### config.mk
export PLATFORM = sky130hd
export DESIGN_NAME = button_press_classifier_core_flat
export DESIGN_NICKNAME = d
export VERILOG_FILES = /design/src/design/bpc_pkg.sv /design/src/design/bpc_in_if.sv /design/src/design/bpc_out_if.sv /design/src/design/button_press_classifier_core.sv /design/src/design/bpc_button.sv /design/src/flat_wrapper.sv
export SDC_FILE = /design/constraint.sdc
export NUM_CORES = 1
export LEC_CHECK = 0
export ABC_AREA = 0
export BUFFER_PORTS_ARGS = -buffer_cell sky130_fd_sc_hd__buf_2
export CORE_ASPECT_RATIO = 1.2
export CORE_MARGIN = 8
export CORE_UTILIZATION = 65
export CTS_BUF_LIST = sky130_fd_sc_hd__clkbuf_2
export CTS_CLUSTER_SIZE = 24
export DETAILED_ROUTE_END_ITERATION = 12
export MAX_ROUTING_LAYER = met4
export PLACE_DENSITY_LB_ADDON = 0.3
export SLEW_MARGIN = 10
export SYNTH_ARGS = -nofsm -noshare
export SYNTH_HDL_FRONTEND = slang
export SYNTH_SLANG_ARGS = --single-unit
### constraint.sdc
create_clock -name clk -period 11.4 [get_ports clk]
set_input_delay 1.14 -clock clk [delete_from_list [all_inputs] [get_ports clk]]
set_output_delay 1.14 -clock clk [all_outputs]
set_load 0.02 [all_outputs]
### src/design/bpc_pkg.sv
// ----------------------------------------------------------------------------
// bpc_pkg: shared types and constants of the button press classifier
// Holds the transaction payload types, the command codes and the button count.
// ----------------------------------------------------------------------------
package bpc_pkg;

  // Number of buttons that exist, 1 to 8. The payload always has eight slots.
  localparam int NUM_BUTTONS = 8;
  localparam int MAX_BUTTONS = 8;

  // Sample bits that belong to existing buttons.
  localparam logic [MAX_BUTTONS-1:0] BTN_MASK =
    MAX_BUTTONS'((9'd1 << NUM_BUTTONS) - 9'd1);

  typedef logic [2:0]  cmd_t;
  typedef logic [15:0] limit_t;
  typedef logic [31:0] ms_t;

  localparam cmd_t CMD_NONE       = 3'd0;
  localparam cmd_t CMD_PRESS_EDGE = 3'd1;
  localparam cmd_t CMD_HELD       = 3'd2;
  localparam cmd_t CMD_LONG       = 3'd3;
  localparam cmd_t CMD_RELEASE    = 3'd4;

  localparam limit_t LIMIT_RESET = 16'd1000;

  typedef struct packed {
    logic [MAX_BUTTONS-1:0] first_sample;
    logic [MAX_BUTTONS-1:0] second_sample;
    ms_t                    now_ms;
  } in_item_t;

  typedef struct packed {
    logic rejected;
    cmd_t cmd_button0;
    cmd_t cmd_button1;
    cmd_t cmd_button2;
    cmd_t cmd_button3;
    cmd_t cmd_button4;
    cmd_t cmd_button5;
    cmd_t cmd_button6;
    cmd_t cmd_button7;
  } out_item_t;

endpackage

### src/design/bpc_in_if.sv
// ----------------------------------------------------------------------------
// bpc_in_if: sample channel
// Valid/ready channel that carries one pair of button samples and a timestamp.
// ----------------------------------------------------------------------------
interface bpc_in_if;
  import bpc_pkg::*;

  logic     valid;
  logic     ready;
  in_item_t data;

  modport source (output valid, output data, input ready);
  modport sink (input valid, input data, output ready);
endinterface

### src/design/bpc_out_if.sv
// ----------------------------------------------------------------------------
// bpc_out_if: command channel
// Valid/ready channel that carries the rejection flag and eight commands.
// ----------------------------------------------------------------------------
interface bpc_out_if;
  import bpc_pkg::*;

  logic      valid;
  logic      ready;
  out_item_t data;

  modport source (output valid, output data, input ready);
  modport sink (input valid, input data, output ready);
endinterface

### src/design/button_press_classifier_core.sv
// ----------------------------------------------------------------------------
// button_press_classifier_core: debounced button classifier with long press
// Two-stage pipeline: an input register, then eight per-button classifiers
// feeding the result register and the per-button state.
// ----------------------------------------------------------------------------
// A transaction passes from the input register to the result register, where
// it is offered until taken. Throughput: one transaction per cycle unless the
// sink stalls; the per-button state is updated by a single pass of the
// classifiers, so each item sees the previous item's state.
// Reset (rst, synchronous, active high) empties both stages, clears levels,
// press times and commands to zero, and loads the long press limit with 1000.
module button_press_classifier_core (
  input  logic            clk,
  input  logic            rst,
  bpc_in_if.sink          samples,
  bpc_out_if.source       result,
  input  logic            cfg_wr_en,
  input  bpc_pkg::limit_t cfg_wr_data
);
  import bpc_pkg::*;

  // Input register stage. It holds a transaction until the result register
  // can take its outcome.
  logic     s1_valid;
  in_item_t s1_item;

  // The stage advances whenever the result register is empty or being drained.
  // Because the classification is a single pass, a new transaction can enter
  // in the same cycle the previous one moves on.
  logic advance;

  // Long press limit; written only while the block is idle, a user duty.
  limit_t long_press_limit;

  // Per-button state: last accepted levels, press times and last commands.
  logic [NUM_BUTTONS-1:0] accepted_levels;
  ms_t                    press_times [NUM_BUTTONS];
  cmd_t                   commands [NUM_BUTTONS];

  // Outcome of the classifiers for the transaction in the input register.
  ms_t                    press_times_next [NUM_BUTTONS];
  cmd_t                   commands_next [NUM_BUTTONS];
  logic [NUM_BUTTONS-1:0] levels_now;
  logic                   rejected_now;
  cmd_t                   report [MAX_BUTTONS];
  out_item_t              out_item;

  assign advance       = !result.valid || result.ready;
  assign samples.ready = !s1_valid || advance;

  // Only existing buttons take part in the agreement check.
  assign rejected_now = ((s1_item.first_sample ^ s1_item.second_sample) & BTN_MASK) != '0;
  assign levels_now   = s1_item.first_sample[NUM_BUTTONS-1:0];

  always_ff @(posedge clk) begin
    if (rst) begin
      long_press_limit <= LIMIT_RESET;
    end else if (cfg_wr_en) begin
      long_press_limit <= cfg_wr_data;
    end
  end

  always_ff @(posedge clk) begin
    if (rst) begin
      s1_valid <= 1'b0;
    end else if (samples.ready) begin
      s1_valid <= samples.valid;
    end
  end

  always_ff @(posedge clk) begin
    if (samples.valid && samples.ready) begin
      s1_item <= samples.data;
    end
  end

  // One classifier per existing button. All eight are independent, so the
  // whole transaction settles combinationally.
  for (genvar i = 0; i < NUM_BUTTONS; i++) begin : g_btn
    bpc_button u_button (
      .was_pressed     (accepted_levels[i]),
      .pressed         (levels_now[i]),
      .now_ms          (s1_item.now_ms),
      .press_time      (press_times[i]),
      .limit           (long_press_limit),
      .cmd             (commands_next[i]),
      .press_time_next (press_times_next[i])
    );
  end

  // A rejected transaction reports the stored commands unchanged; missing
  // buttons always report no command.
  for (genvar i = 0; i < MAX_BUTTONS; i++) begin : g_report
    if (i < NUM_BUTTONS) begin : g_used
      assign report[i] = rejected_now ? commands[i] : commands_next[i];
    end else begin : g_unused
      assign report[i] = CMD_NONE;
    end
  end

  always_comb begin
    out_item.rejected    = rejected_now;
    out_item.cmd_button0 = report[0];
    out_item.cmd_button1 = report[1];
    out_item.cmd_button2 = report[2];
    out_item.cmd_button3 = report[3];
    out_item.cmd_button4 = report[4];
    out_item.cmd_button5 = report[5];
    out_item.cmd_button6 = report[6];
    out_item.cmd_button7 = report[7];
  end

  // The state moves forward only when an agreeing transaction leaves the
  // input register.
  always_ff @(posedge clk) begin
    if (rst) begin
      accepted_levels <= '0;
      for (int i = 0; i < NUM_BUTTONS; i++) begin
        press_times[i] <= '0;
        commands[i]    <= CMD_NONE;
      end
    end else if (s1_valid && advance && !rejected_now) begin
      accepted_levels <= levels_now;
      for (int i = 0; i < NUM_BUTTONS; i++) begin
        press_times[i] <= press_times_next[i];
        commands[i]    <= commands_next[i];
      end
    end
  end

  // Result register: it keeps its transaction until the sink takes it.
  always_ff @(posedge clk) begin
    if (rst) begin
      result.valid <= 1'b0;
    end else if (advance) begin
      result.valid <= s1_valid;
    end
  end

  always_ff @(posedge clk) begin
    if (advance && s1_valid) begin
      result.data <= out_item;
    end
  end

endmodule

### src/design/bpc_button.sv
// ----------------------------------------------------------------------------
// bpc_button: per-button classifier
// Classifies one button against its last accepted level and updates its
// recorded press time.
// ----------------------------------------------------------------------------
module bpc_button (
  input  logic            was_pressed,
  input  logic            pressed,
  input  bpc_pkg::ms_t    now_ms,
  input  bpc_pkg::ms_t    press_time,
  input  bpc_pkg::limit_t limit,
  output bpc_pkg::cmd_t   cmd,
  output bpc_pkg::ms_t    press_time_next
);
  import bpc_pkg::*;

  ms_t elapsed;

  // Elapsed time wraps naturally in 32 bits.
  assign elapsed = now_ms - press_time;

  always_comb begin
    cmd             = CMD_NONE;
    press_time_next = press_time;
    unique case ({was_pressed, pressed})
      2'b00: begin
        cmd = CMD_NONE;
      end
      2'b01: begin
        cmd             = CMD_PRESS_EDGE;
        press_time_next = now_ms;
      end
      2'b11: begin
        cmd = (elapsed >= {16'd0, limit}) ? CMD_LONG : CMD_HELD;
      end
      default: begin
        cmd             = CMD_RELEASE;
        press_time_next = '0;
      end
    endcase
  end

endmodule

### src/flat_wrapper.sv
// flat-port wrapper written by rule: the top's interface ports become plain ports
module button_press_classifier_core_flat import bpc_pkg::*;
  (clk, rst, cfg_wr_en, cfg_wr_data, samples_valid, samples_data, samples_ready, result_valid, result_data, result_ready);
  bpc_in_if samples_i ();
  bpc_out_if result_i ();
  input  logic clk;
  input  logic rst;
  input  logic cfg_wr_en;
  input  bpc_pkg::limit_t cfg_wr_data;
  input wire logic [$bits(samples_i.valid)-1:0] samples_valid;
  input wire logic [$bits(samples_i.data)-1:0] samples_data;
  output wire logic [$bits(samples_i.ready)-1:0] samples_ready;
  output wire logic [$bits(result_i.valid)-1:0] result_valid;
  output wire logic [$bits(result_i.data)-1:0] result_data;
  input wire logic [$bits(result_i.ready)-1:0] result_ready;
  assign samples_i.valid = samples_valid;
  assign samples_i.data = samples_data;
  assign samples_ready = samples_i.ready;
  assign result_valid = result_i.valid;
  assign result_data = result_i.data;
  assign result_i.ready = result_ready;
  button_press_classifier_core u_core (.clk(clk), .rst(rst), .samples(samples_i), .result(result_i), .cfg_wr_en(cfg_wr_en), .cfg_wr_data(cfg_wr_data));
endmodule
# Yosys cells after proc, flatten, opt, wreduce, memory -nomap -nowiden
# Memories as Yosys holds them, arrays and structs flattened.
# Index checks and enable logic that the tools add are counted.
dict set report classes {
  addsub 8
  magnitude_cmp 8
  eq_ne 16
  muxes 53
  bitwise_logic 17
  reduce_logical 25
}
# cell n
set op_table {}
lappend op_table {{32-bit case mux with 2 select lines} 8}
lappend op_table {{32-bit by 16-bit >= comparator with 1-bit output} 8}
lappend op_table {{32-bit two-way mux} 8}
lappend op_table {{32-bit subtractor} 8}
lappend op_table {{3-bit case mux with 3 select lines} 8}
lappend op_table {{3-bit two-way mux} 16}
lappend op_table {{2-bit by 1-bit == test with 1-bit output (second input constant)} 8}
lappend op_table {{2-bit == test (second input constant)} 8}
lappend op_table {{2-bit zero test} 8}
lappend op_table {{1-bit bitwise OR} 16}
lappend op_table {{2-bit OR reduction} 8}
lappend op_table {{1-bit two-way mux} 13}
lappend op_table {{8-bit nonzero test} 1}
lappend op_table {{8-bit bitwise XOR} 1}
lappend op_table {{1-bit logical AND} 3}
lappend op_table {{1-bit zero test} 3}
lappend op_table {{1-bit logical OR} 2}
dict set report totals {
  ff_bits 99
  ram_bits 280
  inputBits 69
  output_inout_bits 27
  wordCells 145
  n_memories 2
}
# memory depth width rd rd_clocked_by_memory_dff write_ports line
set memory_table {}
lappend memory_table {u_core.press_times 8 32 8 0 8 button_press_classifier_core.sv:37} ;# ms_t press_times [NUM_BUTTONS];
lappend memory_table {u_core.commands 8 3 8 0 8 button_press_classifier_core.sv:38} ;# cmd_t commands [NUM_BUTTONS];

# Logic depth before layout (Yosys ltp)
# Gate-level depths: netlist of run 1.
dict set report logic_depth {
  ltp_word 8
  mapped_depth 22
  depth_no_buf 22
}

# By module
# Synthesis of run 1 repeated with hierarchy kept, for this count alone.
dict set report hier_totals {
  hier_cells 4266
  area_unflattened_um2 36734.0
}
# module instances cells_per_inst area_per_inst_um2 seq_area_each_um2
set modules_own_cells {}
lappend modules_own_cells {button_press_classifier_core 1 803 14146.1 11120.7}
lappend modules_own_cells {{bpc_button (u_core.g_btn[0].u_button ...)} 5 431 2801.4 0.0}
lappend modules_own_cells {{bpc_button (u_core.g_btn[7].u_button)} 1 436 2874.0 0.0}
lappend modules_own_cells {{bpc_button (u_core.g_btn[1].u_button)} 1 433 2860.2 0.0}
lappend modules_own_cells {{bpc_button (u_core.g_btn[6].u_button)} 1 439 2846.5 0.0}

# Worst setup path before layout of run 1
# No wires, ideal clock.
dict set report synth_timing {
  path_kind {input-to-reg}
  from {in result_ready}
  to {mem u_core.press_times[0][0] in the netlist's numbering (enable)}
  setup_ns 0.466
  arrival_ns 5.601
  required_ns 10.934
  slack_ns 5.333
  path_stages 5
  n_path_buf 1
  path_cell_list {nor2b_1 -> nor2b_1 -> nand2_1 -> clkbuf_1 -> o21ai_0}
}
# item line
set synth_rtl {}
lappend synth_rtl {{start: declaration} flat_wrapper.sv:15} ;# input wire logic [$bits(result_i.ready)-1:0] result_ready;
lappend synth_rtl {{end: declaration} button_press_classifier_core.sv:37}

==> flow_summary.yaml, run 1 <==
pwr:
  ir_drop_mv: 0.107
  powerDensity_nw_per_um2: 112
  leakagePower_uw: 0.0156
worst_hold_path:
  hp-start: "samples_data[12]"
  holdPathStages: 1
  min_to: "u_core.s1_item[12]"
  hold_class: "in -> reg"
yosys:
  syn-num-nets: 4035
  yosysTopAreaCellShare: 0.330
  avgSynthCellArea_um2: 9.03
  ys_types: 90
  synth-edff-count: 353
  postSynthCellCount: 3558
  ys_seq_elements: 379
  synth_ff_type: "edfxtp_1"
  yosysWarnings: 0
  yosysSeqAreaShare: 0.346
  netlist_area_um2: 32100
  synth_area_leaders: "edfxtp_1 33%, ha_1 16%, a21oi_1 4.3%, inv_1 4.1%, and3_1 4.0%"
  synth_area_leader_cell: "edfxtp_1"
  async_reset_ff_frac: 0
clock_tree:
  cts.path.max_buffers: 3
  cts-root-buf: "clkbuf_2"
  cts-hold-fix-buffers: 0
  cts.clk_slew.worst_paths_ns: 0.10
  numCtsBuffers: 98
  post_cts.repair.setup_buffers: 0
  cts_repair_resize_count: 0
  cts_tree: "yes"
  clk-insertion-delay-late_ns: 1.18
  h-tree-depth: 3
  cts_num_sinks: 379
run:
  drv_cap: 0
route:
  drtPass1Iterations: 6
  drt-initial-drc-count: 3057
  postRouteAntennaNets: 0
  vias: 29163
  totalWireLength_um: 103000
  drc_errors: 0
  via_per_inst: 6.66
  wl_per_cell_um: 23.5
die:
  pin_count: 96
  dieArea_um2: 56800
  num_rows: 89
  die_h_um: 260
  fp.coreArea_um2: 49000
  die_w_um: 219
  initial_utilization: 0.656
place:
  dpl.hpwl_um: 71700
  post_dp_cell_area_um2: 33300
  dp.cells: 4200
  io_buffers: 95
  dp_slack_ns: 5.67
  place.gp.congestion: 0.975
worst_setup_path:
  reg2reg_to: "u_core.result.data[3]"
  ff2ff_path_depth: 21
  path_cells: "inv_1 > fa_1 > nor2b_1 > o31a_1 > o21ai_0 > nand2_1 > a21oi_1 > nor3_1 > nor2_1 > xnor2_1 > ha_1 > a21oi_1 > o32ai_1 > a211oi_1 > o221ai_1 > a2111oi_0 > nand4b_1 > a2111oi_0 > nand4_1 > a31oi_1 > o21ai_0"
  r2r-start: "u_core.s1_item[1]"
  cp_max_fo: 15
  end_kind: "register"
  reg2reg_slack_ns: 5.39
  crit_type: "reg -> reg"
  crit_slowest_cell: "edfxtp_1"
  slowest_delay_ns: 0.77
  cp.arrival_ns: 6.82
  startpoint_type: "register"
  required_ns: 12.21
grt:
  met3_usage: 0.0580
  grt_antenna_before_repair: 2
  gr-usage-all-layers: 0.362
  grt.overflow.total: 0
  gr-usage-met1: 0.443
  grt-busiest-layer: "met2"
  grt_pass1_wl_um: 157000
  grt_max_degree: 99
  grt_pass1_vias: 28536
  use_met2: 0.567
layout:
  fin_nets: 4140
  area_growth_syn_to_layout_pct: 6.42
  drive_gt1_frac: 0.0914
  finalNonFillerCells: 4381
  final_cell_mix: "400 x ha_1, 353 x edfxtp_1, 350 x inv_1"
  fin_area_um2: 34200
  nFillCells: 3848
  final_common_cell: "ha_1"
timing:
  clock_skew_ns: 0.123
  maxSlewHeadroom: 0.167
  finalWorstSetupSlack_ns: 5.39
  worstMarginPinSlew_ns: 1.25
  final.setup.tns_ns: 0
  rsz0062_at_grt: "no"
  max_freq_ghz: 0.166
  fin_crit_ns: 6.01
  hold_ws_ns: 0.135
  finalHoldViolations: 0
  period_share: 0.527
  drv_slew: 0
  setup_viol: 0
run_status:
  outcome: "finished clean"
cells by family (layout without fill, tap and decap cells):
kind of cell	count (synthesis)	count (layout)	share of synthesized area
buffers and inverters	487	670	0.0569
other	0	3	0
xor gates and xnor gates	174	174	0.0474
adders and majority gates	408	408	0.161
and+or+nand+nor	1128	1128	0.185
muxes	44	44	0.0140
DFF	379	379	0.346
AOI/OAI and AO/OA	938	938	0.190
state kept, by name, summed over array words and instances (netlist names):
name / count
u_core.result.valid: 1
u_core.long_press_limit: 16
u_core.levels_now: 8
u_core.accepted_levels: 8
u_core.commands: 24
u_core.s1_valid: 1
u_core.press_times: 256
u_core.s1_item: 40
u_core.result.data: 25
report_power, final:
part	switching, uW	leakage, uW	internal, uW
logic	762	0.0111	473
registers	33.5	0.00382	1580
clock network	634	0.000671	353
total	1430	0.0156	2400
worst max-delay path, delay by kind of cell, from the launching register on:
| kind | cells | cell delay (ns) |
|---|---|---|
| xor+xnor | 1 | 0.14 |
| compound gates | 11 | 2.40 |
| buf+inv | 1 | 0.50 |
| simple gates | 6 | 1.02 |
| fa+ha+maj | 2 | 0.85 |
| flops | 1 | 0.77 |
worst max path at each step:
| stage | from | endpoint | slack, ns | depth (start not counted) |
|---|---|---|---|---|
| floorplan | result_ready | u_core.press_times[0][0] | 5.33 | 5 |
| global placement | u_core.s1_item[1] | u_core.result.data[3] | 5.87 | 21 |
| detailed placement | u_core.s1_item[1] | u_core.result.data[3] | 5.67 | 21 |
| CTS | u_core.s1_item[1] | u_core.result.data[3] | 5.57 | 21 |
| global route | u_core.s1_item[1] | u_core.result.data[3] | 4.98 | 21 |
| finish | u_core.s1_item[1] | u_core.result.data[3] | 5.39 | 21 |
Yosys cell counts, drive strengths merged (44+ instances only):
cell type,number
edfxtp,353
nand4,77
xor2,73
ha,400
inv,350
nand3,55
a21o,132
and2,97
xnor2,101
a31oi,44
nor3,67
a21oi,273
nor2b,48
nor2,216
clkbuf,133
o21a,51
o21ai,176
and3,205
nand2,227
per-stage QoR:
stage	power (uW)	utilization
after global routing	4020	0.698
after detailed placement	2830	0.679
after floorplan	2500	-
after global placement	2790	0.679
after CTS	3810	0.698
final	3830	0.698
per-layer routing:
metal	part of all wire	up-vias	routed length, um
met5	0	-	0
met4	0.059	0	6050
met3	0.092	355	9460
met2	0.46	1563	47100
met1	0.39	13910	40500
li1	-	13335	-
area by class of cell:
| cell class | count | area (um2) | share of cell area |
|---|---|---|---|
| Antenna cell | 3 | 7.51 | 0.000220 |
| Clock buffer | 136 | 681 | 0.0199 |
| Clock inverter | 42 | 211 | 0.00619 |
| Inverter | 351 | 1320 | 0.0385 |
| Multi-Input combinational cell | 2692 | 19200 | 0.562 |
| Sequential cell | 379 | 11100 | 0.325 |
| Tap cell | 637 | 797 | 0.0233 |
| Timing Repair Buffer | 141 | 821 | 0.0240 |
Note: power is estimated with default switching activity, not from simulation.
==> run 2, diff against run 1 <==
--- a/config.mk
+++ b/config.mk
@@ -9,7 +9,7 @@
 export BUFFER_PORTS_ARGS = -buffer_cell sky130_fd_sc_hd__buf_2
 export CORE_ASPECT_RATIO = 1.2
 export CORE_MARGIN = 8
-export CORE_UTILIZATION = 65
+export CORE_UTILIZATION = 59
 export CTS_BUF_LIST = sky130_fd_sc_hd__clkbuf_2
 export CTS_CLUSTER_SIZE = 24
 export DETAILED_ROUTE_END_ITERATION = 12
==> constraint.sdc (replaced) <==
create_clock -name clk -period 4.9 [get_ports clk]
set_input_delay 0.49 -clock clk [delete_from_list [all_inputs] [get_ports clk]]
set_output_delay 0.49 -clock clk [all_outputs]
set_load 0.02 [all_outputs]
==> flow_summary.yaml, run 2 (synthesized netlist as in run 1, its figures left out) <==
timing:
  finalWorstSetupSlack_ns: 0.00466
  clock_skew_ns: 0.0913
  final.setup.tns_ns: 0
  drv_slew: 0
  fin_crit_ns: 4.90
  setup_viol: 0
  maxSlewHeadroom: 0.115
  finalHoldViolations: 0
  period_share: 0.999
  rsz0062_at_grt: "yes"
  hold_ws_ns: 0.111
  worstMarginPinSlew_ns: 1.33
  max_freq_ghz: 0.204
pwr:
  leakagePower_uw: 0.0169
  powerDensity_nw_per_um2: 254
  power.share.combinational: 0.328
  intPower_uw: 6030
  power.switching_uw: 3380
  ir_drop_mv: 0.291
  clkPwrFrac: 0.271
  pwr-share-seq: 0.400
  finalPower_uw: 9410
  switching_share: 0.359
route:
  via_per_inst: 6.26
  drt-initial-drc-count: 2806
  vias: 29516
  drtPass1Iterations: 6
  postRouteAntennaNets: 0
  totalWireLength_um: 106000
  drc_errors: 0
  wl_per_cell_um: 22.4
clock_tree:
  clk-insertion-delay-late_ns: 1.14
  cts.path.max_buffers: 3
  h-tree-depth: 3
  cts_num_sinks: 379
  numCtsBuffers: 99
  cts-root-buf: "clkbuf_2"
  cts.clk_slew.worst_paths_ns: 0.10
  cts_tree: "yes"
place:
  place.gp.congestion: 1.02
  dpl.hpwl_um: 73500
  io_buffers: 95
  dp_slack_ns: -0.152
  post_dp_cell_area_um2: 34300
grt:
  grt_antenna_before_repair: 6
  grt.overflow.total: 0
  grt_pass1_vias: 28480
  grt_pass1_wl_um: 161000
  gr-usage-all-layers: 0.337
  grt_max_degree: 175
worst_setup_path:
  r2r-start: "u_core.s1_item[1]"
  cp_max_fo: 4
  cp-startpoint: "u_core.s1_item[1]"
  cp_top_family: "simple AND/OR/NAND/NOR gates"
  end_kind: "register"
  startpoint_type: "register"
  reg2reg_slack_ns: 0.005
  crit_top_cell: "nand4_1"
  crit_slowest_cell: "edfxtp_1"
  ff2ff_path_depth: 21
  crit_type: "reg -> reg"
  crit_cells: 21
  required_ns: 5.73
  slowest_delay_ns: 0.45
  cp.arrival_ns: 5.72
  path_cells: "buf_6 > ha_4 > nor2b_4 > o31a_1 > o31a_1 > o22a_1 > a31oi_2 > o21ai_1 > xor2_1 > ha_1 > nand4_1 > nor2_2 > a2111oi_2 > nand4_1 > nor4_2 > nand4_1 > nor4_2 > nand4_1 > nor4_2 > and4_4 > nor4_4"
  crit_buf_inv: 1
die:
  pin_count: 96
  num_rows: 93
  die_w_um: 229
  initial_utilization: 0.597
  die_h_um: 272
  fp.coreArea_um2: 53800
  dieArea_um2: 62200
layout:
  final_common_cell: "ha_1"
  final_cell_mix: "392 x ha_1, 353 x edfxtp_1, 349 x inv_1"
  nFillCells: 4253
  fin_nets: 4399
  drive_gt1_frac: 0.129
  largest_register_ffs: 256
  largest-register: "u_core.press_times"
  area_growth_syn_to_layout_pct: 15.5
  multiInputGateArea_um2: 19500
  reg_top3: "u_core.press_times x256, u_core.s1_item x40, u_core.result.data x25"
  ff_latch_area_um2: 11100
  fin_area_um2: 37100
worst_hold_path:
  hp-start: "samples_data[10]"
  holdPathStages: 2
  hold_class: "in -> reg"
run_status:
  outcome: "finished clean"
run:
  drv_cap: 0
==> run 2: cell type report <==
type | instances | area share
diodes | 6 | 0.000405
clock buffers | 135 | 0.0182
clock inverters | 41 | 0.00873
inverters | 351 | 0.0355
multi-input cells | 2692 | 0.526
flip-flops and latches | 379 | 0.300
well taps | 712 | 0.0240
repair buffers | 399 | 0.0870
==> run 2: repair_timing <==
| action | in CTS | in global routing |
|---|---|---|
| hold buffers | 137 | 0 |
| setup endpoints to repair | 7 | 15 |
| resized for setup | 4 | 70 |
| hold endpoints to repair | 91 | 0 |
| setup buffers | 2 | 14 |
| pin swaps | 1 | 49 |
==> run 2: metal layers <==
layer / global-route usage / share of wire
met2: 0.529 / 0.45
met3: 0.0524 / 0.089
met1: 0.422 / 0.41
met5: - / 0
met4: 0.168 / 0.052
==> run 2: final timing paths <==
| path | to |
|---|---|
| setup / recovery | u_core.commands[0][0] |
| hold / removal | u_core.s1_item[10] |
| setup reg to reg | u_core.commands[0][0] |
| hold reg to reg | u_core.result.data[21] |
==> run 2: power by group through the flow <==
stage | registers [uW] | logic, uW | clock network [uW]
floorplan | 3830 | 1980 | 0
global placement | 3830 | 2820 | 0
detailed placement | 3830 | 2840 | 0
CTS | 3760 | 2950 | 2550
global route | 3770 | 3390 | 2730
finish | 3770 | 3090 | 2550
==> run 2: through the flow <==
stage,std cells,utilization
finish,4715,0.690
global route,4713,0.690
CTS,4695,0.682
detailed placement,4380,0.638
global placement,4380,0.638
floorplan,3558,-
